==> src/hw/rtl/tcw_pkg.sv <==
// Shared types, codes and constants for the text console writer.
package tcw_pkg;

    localparam int CELL_W  = 11;
    localparam int CHAR_W  = 8;
    localparam int ATTR_W  = 8;
    localparam int NUM_W   = 31;
    localparam int DIGIT_W = 4;

    localparam logic CMD_CHAR = 1'b0;
    localparam logic CMD_INT  = 1'b1;

    localparam logic [CHAR_W-1:0] NUL_CODE     = 8'd0;
    localparam logic [CHAR_W-1:0] NEWLINE_CODE = 8'd10;
    localparam logic [CHAR_W-1:0] ZERO_GLYPH   = 8'd48;

    localparam int START_CELL = 180 + 80 * 12;

    // Reciprocal of ten: (n * RECIP) >> RECIP_SHIFT equals n / 10 for any 32-bit n.
    localparam int RECIP_W     = 32;
    localparam logic [RECIP_W-1:0] RECIP = 32'hCCCC_CCCD;
    localparam int RECIP_SHIFT = 35;

    typedef struct packed {
        logic              command;
        logic [CHAR_W-1:0] char_code;
        logic [ATTR_W-1:0] attribute;
        logic [NUM_W-1:0]  number;
    } t_in_item;

    typedef struct packed {
        logic [CELL_W-1:0] cell_index;
        logic [CHAR_W-1:0] glyph;
        logic [ATTR_W-1:0] colour;
        logic              last;
    } t_out_item;

    typedef enum logic [2:0] {
        ST_IDLE,
        ST_CHAR,
        ST_MUL,
        ST_DIV,
        ST_EMIT
    } t_state;

    typedef struct packed {
        logic load_item;
        logic do_newline;
        logic do_mul;
        logic do_div;
        logic load_char_out;
        logic load_digit_out;
    } t_dp_cmd;

    typedef struct packed {
        logic out_free;
        logic quot_zero;
        logic count_full;
        logic count_one;
    } t_dp_status;

endpackage

==> src/hw/rtl/tcw_controller.sv <==
// Sequencer that decodes requests and steps the datapath through digit work and writes.
module tcw_controller (
    input  logic                 i_clk,
    input  logic                 i_rst_n,
    input  logic                 i_in_valid,
    input  tcw_pkg::t_in_item    i_in_data,
    output logic                 o_in_ready,
    input  tcw_pkg::t_dp_status  i_status,
    output tcw_pkg::t_dp_cmd     o_cmd
);

    tcw_pkg::t_state r_state;
    tcw_pkg::t_state n_state;

    always_ff @(posedge i_clk) begin
        if (!i_rst_n) begin
            r_state <= tcw_pkg::ST_IDLE;
        end else begin
            r_state <= n_state;
        end
    end

    always_comb begin
        n_state    = r_state;
        o_in_ready = 1'b0;
        o_cmd      = '0;
        unique case (r_state)
            tcw_pkg::ST_IDLE: begin
                // Requests are refused while reset is held.
                o_in_ready = i_rst_n;
                if (i_in_valid && i_rst_n) begin
                    if (i_in_data.command == tcw_pkg::CMD_INT) begin
                        o_cmd.load_item = 1'b1;
                        n_state         = tcw_pkg::ST_MUL;
                    end else if (i_in_data.char_code == tcw_pkg::NEWLINE_CODE) begin
                        o_cmd.do_newline = 1'b1;
                    end else if (i_in_data.char_code != tcw_pkg::NUL_CODE) begin
                        o_cmd.load_item = 1'b1;
                        n_state         = tcw_pkg::ST_CHAR;
                    end
                end
            end
            tcw_pkg::ST_CHAR: begin
                if (i_status.out_free) begin
                    o_cmd.load_char_out = 1'b1;
                    n_state             = tcw_pkg::ST_IDLE;
                end
            end
            tcw_pkg::ST_MUL: begin
                o_cmd.do_mul = 1'b1;
                n_state      = tcw_pkg::ST_DIV;
            end
            tcw_pkg::ST_DIV: begin
                o_cmd.do_div = 1'b1;
                // Stop once the quotient runs out or the digit store is full.
                if (i_status.quot_zero || i_status.count_full) begin
                    n_state = tcw_pkg::ST_EMIT;
                end else begin
                    n_state = tcw_pkg::ST_MUL;
                end
            end
            tcw_pkg::ST_EMIT: begin
                if (i_status.out_free) begin
                    o_cmd.load_digit_out = 1'b1;
                    if (i_status.count_one) begin
                        n_state = tcw_pkg::ST_IDLE;
                    end
                end
            end
            default: begin
                n_state = tcw_pkg::ST_IDLE;
            end
        endcase
    end

endmodule

==> src/hw/rtl/tcw_datapath.sv <==
// Cursor, digit extraction, digit store and output register of the text console writer.
module tcw_datapath #(
    parameter int COLUMNS    = 80,
    parameter int ROWS       = 25,
    parameter int MAX_DIGITS = 10
) (
    input  logic                 i_clk,
    input  logic                 i_rst_n,
    input  tcw_pkg::t_dp_cmd     i_cmd,
    input  tcw_pkg::t_in_item    i_in_data,
    output tcw_pkg::t_dp_status  o_status,
    output logic                 o_out_valid,
    input  logic                 i_out_ready,
    output tcw_pkg::t_out_item   o_out_data
);

    localparam int TOTAL     = ROWS * COLUMNS;
    localparam int CW        = $clog2(TOTAL);
    localparam int CW1       = CW + 1;
    localparam int RW        = $clog2(ROWS);
    localparam int COLW      = $clog2(COLUMNS);
    localparam int CNTW      = $clog2(MAX_DIGITS + 1);
    localparam int IW        = (MAX_DIGITS > 1) ? $clog2(MAX_DIGITS) : 1;
    localparam int XW        = CW + tcw_pkg::CELL_W;
    localparam int PW        = tcw_pkg::NUM_W + tcw_pkg::RECIP_W;
    localparam int QW        = PW - tcw_pkg::RECIP_SHIFT;
    localparam bit START_OK  = tcw_pkg::START_CELL < TOTAL;
    localparam int START_ROW = START_OK ? tcw_pkg::START_CELL / COLUMNS : 0;
    localparam int START_COL = START_OK ? tcw_pkg::START_CELL % COLUMNS : 0;
    localparam int START_IDX = START_OK ? tcw_pkg::START_CELL : 0;

    logic [RW-1:0]   r_row;
    logic [COLW-1:0] r_col;
    logic [CW-1:0]   r_cell;
    logic [RW-1:0]   n_row;
    logic [COLW-1:0] n_col;
    logic [CW-1:0]   n_cell;

    logic [tcw_pkg::CHAR_W-1:0]  r_code;
    logic [tcw_pkg::ATTR_W-1:0]  r_attr;
    logic [tcw_pkg::NUM_W-1:0]   r_val;
    logic [PW-1:0]               r_prod;
    logic [CNTW-1:0]             r_count;
    logic [tcw_pkg::DIGIT_W-1:0] r_digits [MAX_DIGITS];

    logic                r_out_valid;
    tcw_pkg::t_out_item  r_out_data;

    logic                        w_advance;
    logic [QW-1:0]               w_quot;
    logic [tcw_pkg::NUM_W-1:0]   w_quot_ext;
    logic [tcw_pkg::NUM_W-1:0]   w_rem;
    logic [CNTW-1:0]             w_rd_count;
    logic [tcw_pkg::DIGIT_W-1:0] w_rd_digit;
    logic [XW-1:0]               w_cell_ext;

    assign w_advance = i_cmd.load_char_out || i_cmd.load_digit_out;

    // Cursor kept as row, column and linear cell so newline needs no division.
    always_comb begin
        n_row  = r_row;
        n_col  = r_col;
        n_cell = r_cell;
        if (i_cmd.do_newline) begin
            n_col = '0;
            if (r_row == RW'(ROWS - 1)) begin
                n_row  = '0;
                n_cell = '0;
            end else begin
                n_row  = r_row + 1'b1;
                n_cell = CW'((CW1'(r_cell) - CW1'(r_col)) + CW1'(COLUMNS));
            end
        end else if (w_advance) begin
            if (r_col == COLW'(COLUMNS - 1)) begin
                n_col = '0;
                if (r_row == RW'(ROWS - 1)) begin
                    n_row = '0;
                end else begin
                    n_row = r_row + 1'b1;
                end
            end else begin
                n_col = r_col + 1'b1;
            end
            if (r_cell == CW'(TOTAL - 1)) begin
                n_cell = '0;
            end else begin
                n_cell = r_cell + 1'b1;
            end
        end
    end

    always_ff @(posedge i_clk) begin
        if (!i_rst_n) begin
            r_row  <= RW'(START_ROW);
            r_col  <= COLW'(START_COL);
            r_cell <= CW'(START_IDX);
        end else begin
            r_row  <= n_row;
            r_col  <= n_col;
            r_cell <= n_cell;
        end
    end

    // Divide by ten through the reciprocal product taken in the previous cycle.
    assign w_quot     = r_prod[PW-1:tcw_pkg::RECIP_SHIFT];
    assign w_quot_ext = tcw_pkg::NUM_W'(w_quot);
    assign w_rem      = r_val - ((w_quot_ext << 3) + (w_quot_ext << 1));

    assign w_rd_count = r_count - 1'b1;
    assign w_rd_digit = r_digits[w_rd_count[IW-1:0]];

    always_ff @(posedge i_clk) begin
        if (i_cmd.load_item) begin
            r_code <= i_in_data.char_code;
            r_attr <= i_in_data.attribute;
            r_val  <= i_in_data.number;
        end
        if (i_cmd.do_mul) begin
            r_prod <= PW'(r_val) * PW'(tcw_pkg::RECIP);
        end
        if (i_cmd.do_div) begin
            r_val                     <= w_quot_ext;
            r_digits[r_count[IW-1:0]] <= w_rem[tcw_pkg::DIGIT_W-1:0];
        end
    end

    always_ff @(posedge i_clk) begin
        if (!i_rst_n) begin
            r_count <= '0;
        end else if (i_cmd.load_item) begin
            r_count <= '0;
        end else if (i_cmd.do_div) begin
            r_count <= r_count + 1'b1;
        end else if (i_cmd.load_digit_out) begin
            r_count <= w_rd_count;
        end
    end

    assign w_cell_ext = XW'(r_cell);

    always_ff @(posedge i_clk) begin
        if (!i_rst_n) begin
            r_out_valid <= 1'b0;
        end else if (w_advance) begin
            r_out_valid <= 1'b1;
        end else if (i_out_ready) begin
            r_out_valid <= 1'b0;
        end
    end

    always_ff @(posedge i_clk) begin
        if (i_cmd.load_char_out) begin
            r_out_data.cell_index <= w_cell_ext[tcw_pkg::CELL_W-1:0];
            r_out_data.glyph      <= r_code;
            r_out_data.colour     <= r_attr;
            r_out_data.last       <= 1'b1;
        end else if (i_cmd.load_digit_out) begin
            r_out_data.cell_index <= w_cell_ext[tcw_pkg::CELL_W-1:0];
            r_out_data.glyph      <= tcw_pkg::ZERO_GLYPH
                                     + tcw_pkg::CHAR_W'(w_rd_digit);
            r_out_data.colour     <= r_attr;
            r_out_data.last       <= (r_count == CNTW'(1));
        end
    end

    assign o_status.out_free   = !r_out_valid || i_out_ready;
    assign o_status.quot_zero  = (w_quot == '0);
    assign o_status.count_full = (r_count == CNTW'(MAX_DIGITS - 1));
    assign o_status.count_one  = (r_count == CNTW'(1));

    assign o_out_valid = r_out_valid;
    assign o_out_data  = r_out_data;

endmodule

==> src/hw/rtl/text_console_writer.sv <==
// Top level of the text console writer: sequencer plus datapath.
//
//  Channel  Direction  Handshake                  Payload
//  in       input      i_in_valid / o_in_ready    i_in_data  (tcw_pkg::t_in_item)
//  out      output     o_out_valid / i_out_ready  o_out_data (tcw_pkg::t_out_item)
//
// A NUL or newline request is taken and writes nothing.
// A character request is accepted, then loaded into the output register once it is free.
// An integer is accepted, then takes one reciprocal multiply and one remainder step per
// digit, then one write per digit through the output register.
// Reset puts the cursor on cell 1140 and empties the output register.
// A stalled output holds the sequencer in its write state; no request is taken then.
module text_console_writer #(
    parameter int COLUMNS    = 80,
    parameter int ROWS       = 25,
    parameter int MAX_DIGITS = 10
) (
    input  logic                i_clk,
    input  logic                i_rst_n,
    input  logic                i_in_valid,
    output logic                o_in_ready,
    input  tcw_pkg::t_in_item   i_in_data,
    output logic                o_out_valid,
    input  logic                i_out_ready,
    output tcw_pkg::t_out_item  o_out_data
);

    tcw_pkg::t_dp_cmd     w_cmd;
    tcw_pkg::t_dp_status  w_status;

    tcw_controller u_controller (
        .i_clk      (i_clk),
        .i_rst_n    (i_rst_n),
        .i_in_valid (i_in_valid),
        .i_in_data  (i_in_data),
        .o_in_ready (o_in_ready),
        .i_status   (w_status),
        .o_cmd      (w_cmd)
    );

    tcw_datapath #(
        .COLUMNS    (COLUMNS),
        .ROWS       (ROWS),
        .MAX_DIGITS (MAX_DIGITS)
    ) u_datapath (
        .i_clk       (i_clk),
        .i_rst_n     (i_rst_n),
        .i_cmd       (w_cmd),
        .i_in_data   (i_in_data),
        .o_status    (w_status),
        .o_out_valid (o_out_valid),
        .i_out_ready (i_out_ready),
        .o_out_data  (o_out_data)
    );

    // A write is only loaded when the output register is free.
    a_write_needs_room: assert property (@(posedge i_clk) disable iff (!i_rst_n)
        (w_cmd.load_char_out || w_cmd.load_digit_out) |-> w_status.out_free)
        else $error("output register overwritten while holding a result");

    // Every remainder step uses a product taken in the cycle before.
    a_div_after_mul: assert property (@(posedge i_clk) disable iff (!i_rst_n)
        w_cmd.do_div |-> $past(w_cmd.do_mul))
        else $error("digit step without a fresh reciprocal product");

    // No request is taken while an integer or a character is being worked on.
    a_no_accept_busy: assert property (@(posedge i_clk) disable iff (!i_rst_n)
        (i_in_valid && o_in_ready) |->
            !(w_cmd.do_mul || w_cmd.do_div || w_cmd.load_digit_out || w_cmd.load_char_out))
        else $error("request accepted during integer or character work");

    // Character and digit writes never collide.
    a_one_write: assert property (@(posedge i_clk) disable iff (!i_rst_n)
        !(w_cmd.load_char_out && w_cmd.load_digit_out))
        else $error("two writes loaded in one cycle");

endmodule
==> config.mk <==
export PLATFORM = sky130hd
export DESIGN_NAME = text_console_writer
export DESIGN_NICKNAME = d
export VERILOG_FILES = /design/src/hw/rtl/tcw_pkg.sv /design/src/hw/rtl/tcw_controller.sv /design/src/hw/rtl/tcw_datapath.sv /design/src/hw/rtl/text_console_writer.sv
export SDC_FILE = /design/constraint.sdc
export NUM_CORES = 1
export LEC_CHECK = 0
export BUFFER_PORTS_ARGS = -buffer_cell sky130_fd_sc_hd__buf_2
export CORE_MARGIN = 5
export CORE_UTILIZATION = 30
export CTS_BUF_LIST = sky130_fd_sc_hd__clkbuf_8 sky130_fd_sc_hd__clkbuf_16
export DETAILED_ROUTE_END_ITERATION = 12
export SYNTH_ARGS = -nofsm -noshare
export SYNTH_HDL_FRONTEND = slang
export SYNTH_SLANG_ARGS = --single-unit
==> constraint.sdc <==
create_clock -name i_clk -period 16.3 [get_ports i_clk]
set_input_delay 2.445 -clock i_clk [delete_from_list [all_inputs] [get_ports i_clk]]
set_output_delay 2.445 -clock i_clk [all_outputs]
set_load 0.005 [all_outputs]
# == Yosys cells after proc, flatten, opt, wreduce, memory -nomap -nowiden ==
# Memory sizes are Yosys's and may differ from the RTL's.
# Index checks and enable logic that the tools add are counted.
# Widths: inputs -> output; s select.
# totals
regBits,169
memories,1
mem_bits_rw,40
inputBits,52
output_inout_bits,30
# memory_table
name,words,width,read_ports,rd_clocked_by_memory_dff,write_ports,line_no,source
u_datapath.r_digits,10,4,1,0,1,tcw_datapath.sv:44,logic [tcw_pkg::DIGIT_W-1:0] r_digits [MAX_DIGITS];
# classes
addsub,10
n_mux,43
multipliers,1
n_eq_ne,16
n_reduce_logical,18
bitwise,1
# ops
op,count
$mux 28,4
$mul 31x32->63 const B,1
$mux 11,4
$mux 5,6
$logic_not 28->1,1
$mux 3,8
$mux 1,15
$pmux 3 s5,1
$reduce_bool 2->1,6
$add 11x1->11 const B,1
$add 11x7->11 const B,1
$eq 11x11->1 const B,1
$sub 11x7->11,1
$eq 8x4->1 const B,1
$mux 4,2
$ne 2x1->1 const B,4
$reduce_bool 8->1,1
$add 6x4->7 const A,1
$add 7x1->7 const B,1
$eq 7x7->1 const B,1
$mux 7,1
$eq 3x2->1 const B,2
$reduce_and 6->1,1
$add 5x1->5 const B,1
19 further kinds,23

# == Longest topological paths before layout ==
# depth
ltp_word,8
ltp_mapped,28
ltp_nobuf,27

# == Modules after synthesis ==
# A second synthesis with hierarchy kept.
# unflattened
hier_cells,1778
hier_area_um2,19413.6
# modules_own_cells
mod,area_per_inst_um2,seq_area_each_um2,instances,cells_per_inst
tcw_datapath,19137.1,4814.6,1,1744
tcw_controller,276.5,60.1,1,34

# == Worst setup path after synthesis ==
# OpenSTA, ideal clock, no wires.
# synth_timing
path_kind,register to register
start,reg u_datapath.r_val[16] (netlist bit)
end,"reg u_datapath.r_prod[58], data pin"
period_less_slack_ps,6810
required_time_ps,16042
slack_ps,9490
stages_incl_launch_ff,24
n_path_buf,0
arrival_time_ps,6552
cell_sequence,edfxtp_1 -> ha_1 -> inv_1 -> fa_1 -> fa_1 -> fa_1 -> inv_1 -> fa_1 -> fa_1 -> fa_1 -> inv_1 -> fa_1 -> inv_1 -> ha_1 -> a21oi_1 -> nand4_1 -> a31o_1 -> and3_4 -> a22oi_4 -> a31oi_4 -> o31ai_4 -> o22ai_2 -> a41oi_2 -> xnor2_1
# synth_between
elab_chain_cells,1
# synth_lines
element,line_no,source
from (decl),tcw_datapath.sv:41,logic [tcw_pkg::NUM_W-1:0] r_val;
from (signal assigned),tcw_datapath.sv:116,r_val <= i_in_data.number;
from (signal assigned),tcw_datapath.sv:122,r_val <= w_quot_ext;
$mul 31x32->63,tcw_datapath.sv:119,r_prod <= PW'(r_val) * PW'(tcw_pkg::RECIP);
to (signal assigned),tcw_datapath.sv:119,
to (decl),tcw_datapath.sv:42,logic [PW-1:0] r_prod;
# Every way passes these cells.
# A chain may end at the register's enable or synchronous reset.

# == Worst setup path in the final report ==
# layout_timing
start,reg u_datapath.r_val[4] (netlist bit)
end,"reg u_datapath.r_prod[58], data pin"
# Same word-level chain as after synthesis.

==> results.cfg <==
[cells_and_area]
final_nets = 2502
multiInputGateArea_um2 = 13000
area_growth_syn_to_layout_pct = 10.2
layout_commonest_cell = inv_1
n_fill_cell = 6451
drive_gt1_share_pct = 8.37
mostFrequentLayoutCells = 360 x inv_1, 335 x ha_1, 229 x fa_1
final-seq-area_um2 = 4870

[detailed_routing]
num_vias = 13045
drt_iter0_drc = 892
drc = 0
drt_first_pass_iters = 5
ant_nets = 0
routed_wirelength_um = 48400
viasPerCell = 4.74
wire_per_inst_um = 17.6

[timing]
fmax_mhz = 134
holdWs_ps = 501
grt_setup_unrepaired = no
slew_viol_final = 0
finalCritPeriodShare_pct = 45.6
fin_setup_tns_ps = 0
skew_ps = 20.3
worst_slew_pin_slew_ps = 982
hold_violations = 0
finalSetupViolCount = 0
slew_headroom_pct = 34.4
fin_crit_ps = 7440

[yosys]
ys_ff_latch = 174
synth_warnings = 0
synthArstFlopShare_pct = 0
synth_cells = 1805
synth_area_um2 = 19300
ys_types = 79
avgSynthCellArea_um2 = 10.7
yosysSeqAreaShare_pct = 25.2
synthFlopType = edfxtp_1
synth_edf_count = 139
syn_nets = 2421

[placement]
place.gp.congestion = 0.929
place_hpwl_um = 41800
port_buffers = 81

[cts]
cts_tree = yes
cts_htree_levels = 4
cts_hold_buf = 0
clock_tree.buffer_depth = 2
cts_setup_buffers = 0
cts-root-buf = clkbuf_16
clk_pin_slew_worst_paths_ps = 70
cts-resized-gates = 0
clock_sinks = 174
clkLatencyLatePin_ps = 450
cts_buffers = 17

[die]
start_util_pct = 30.2
die_width_um = 264
die_h_um = 264
rows = 93
die_area_um2 = 69600
core-area_um2 = 64100
ios = 82

[status]
status = completed

[global_route]
antenna_found_initial = 1
grt-ovfl-total = 0
track_usage_pct = 13.9
grt_pass1_wl_um = 76900
grt_max_degree = 46
grt_pass1_vias = 14025

[setup_path]
required_ps = 16490
critPathMaxFanout = 6
critPathKind = reg -> reg
end_kind = register
startpoint_type = register
arrival_ps = 7620

[worst_hold_path]
worst_hold_path_type = reg -> reg

[run]
drv_cap = 0
-- sequential cells by signal, indices dropped and copies added, names as in the netlist --
register and count:
u_datapath.r_count 4, u_datapath.o_out_valid 1, u_datapath.r_code 8, u_datapath.r_attr 8
u_datapath.r_row 5, u_datapath.o_out_data 28, u_datapath.r_val 31, u_datapath.r_prod 28
u_datapath.r_cell 11, u_datapath.r_digits 40, u_datapath.r_col 7, u_controller.r_state 3
-- final timing paths --
check	startpoint	to	slack (ps)	cells after the start
hold / removal	u_datapath.r_col[1]	u_datapath.r_col[1]	500	2
setup / recovery	u_datapath.r_val[4]	u_datapath.r_prod[58]	8860	23
setup reg to reg	u_datapath.r_val[4]	u_datapath.r_prod[58]	8860	23
hold reg to reg	u_datapath.r_col[1]	u_datapath.r_col[1]	500	2
-- Yosys cell counts (20+ instances only) --
cell type | instances | share of area [%]
a21o_1 | 39 | 1.5
a21oi_1 | 63 | 1.6
and2_1 | 25 | 0.81
clkbuf_1 | 23 | 0.45
dfxtp_1 | 35 | 3.6
edfxtp_1 | 139 | 22
fa_1 | 229 | 24
ha_1 | 335 | 22
inv_1 | 357 | 6.9
nand2_1 | 146 | 2.8
nand3_1 | 30 | 0.78
nor2_1 | 65 | 1.3
nor3_1 | 20 | 0.52
o21ai_0 | 39 | 1.0
xnor2_1 | 44 | 2.0
xor2_1 | 27 | 1.2
-- metrics by stage --
step / instances / worst slack, ps / area (µm²) / utilization, %
floorplan: 1805 / 9490 / 19300 / -
global placement: 2722 / 8920 / 20800 / 32.4
detailed placement: 2722 / 8860 / 20800 / 32.4
CTS: 2754 / 8840 / 21300 / 33.2
global route: 2755 / 8460 / 21300 / 33.2
finish: 2755 / 8860 / 21300 / 33.2
-- cell families after synthesis --
| logic type | count (synthesis) | synth area share, % |
|---|---|---|
| AOI/OAI and AO/OA | 222 | 7.92 |
| muxes | 13 | 1.19 |
| buffers and inverters | 384 | 7.54 |
| DFF | 174 | 25.2 |
| adders and majority gates | 564 | 45.4 |
| and+or+nand+nor | 377 | 9.52 |
| xor gates and xnor gates | 71 | 3.22 |
-- per-layer routing --
| layer | GRT usage (%) | up-vias | wire length, µm |
|---|---|---|---|
| met5 | 0 | - | 0 |
| met3 | 1.95 | 49 | 2000 |
| met4 | 3.38 | 0 | 998 |
| met1 | 18.6 | 6517 | 21500 |
| met2 | 23.9 | 289 | 23900 |
| li1 | - | 6190 | - |
-- layout make-up --
cell class / instances / area share [%]
tap: 855 / 5.02
inverter: 358 / 6.31
timing repair buffer: 88 / 2.15
clock inverter: 15 / 0.587
antenna: 1 / 0.0117
sequential: 174 / 22.9
multi-input combinational: 1247 / 61.1
clock buffer: 17 / 2.00
-- critical path: stages, from the launching register on --
cell	delay [ps]
edfxtp_1	520
ha_1	300
fa_1	620
fa_1	490
fa_1	660
inv_1	190
fa_1	510
inv_1	50
fa_1	500
fa_1	490
inv_1	50
fa_1	500
inv_1	50
ha_1	310
nand2_1	90
or3_1	420
nor2_1	160
and3_1	190
nand3_2	110
a31oi_4	320
o31ai_4	140
o22ai_2	230
a41oi_2	150
xnor2_1	140
Power is not shown: default switching activity piles up to over one toggle a cycle in this logic, so the estimate is an artifact.
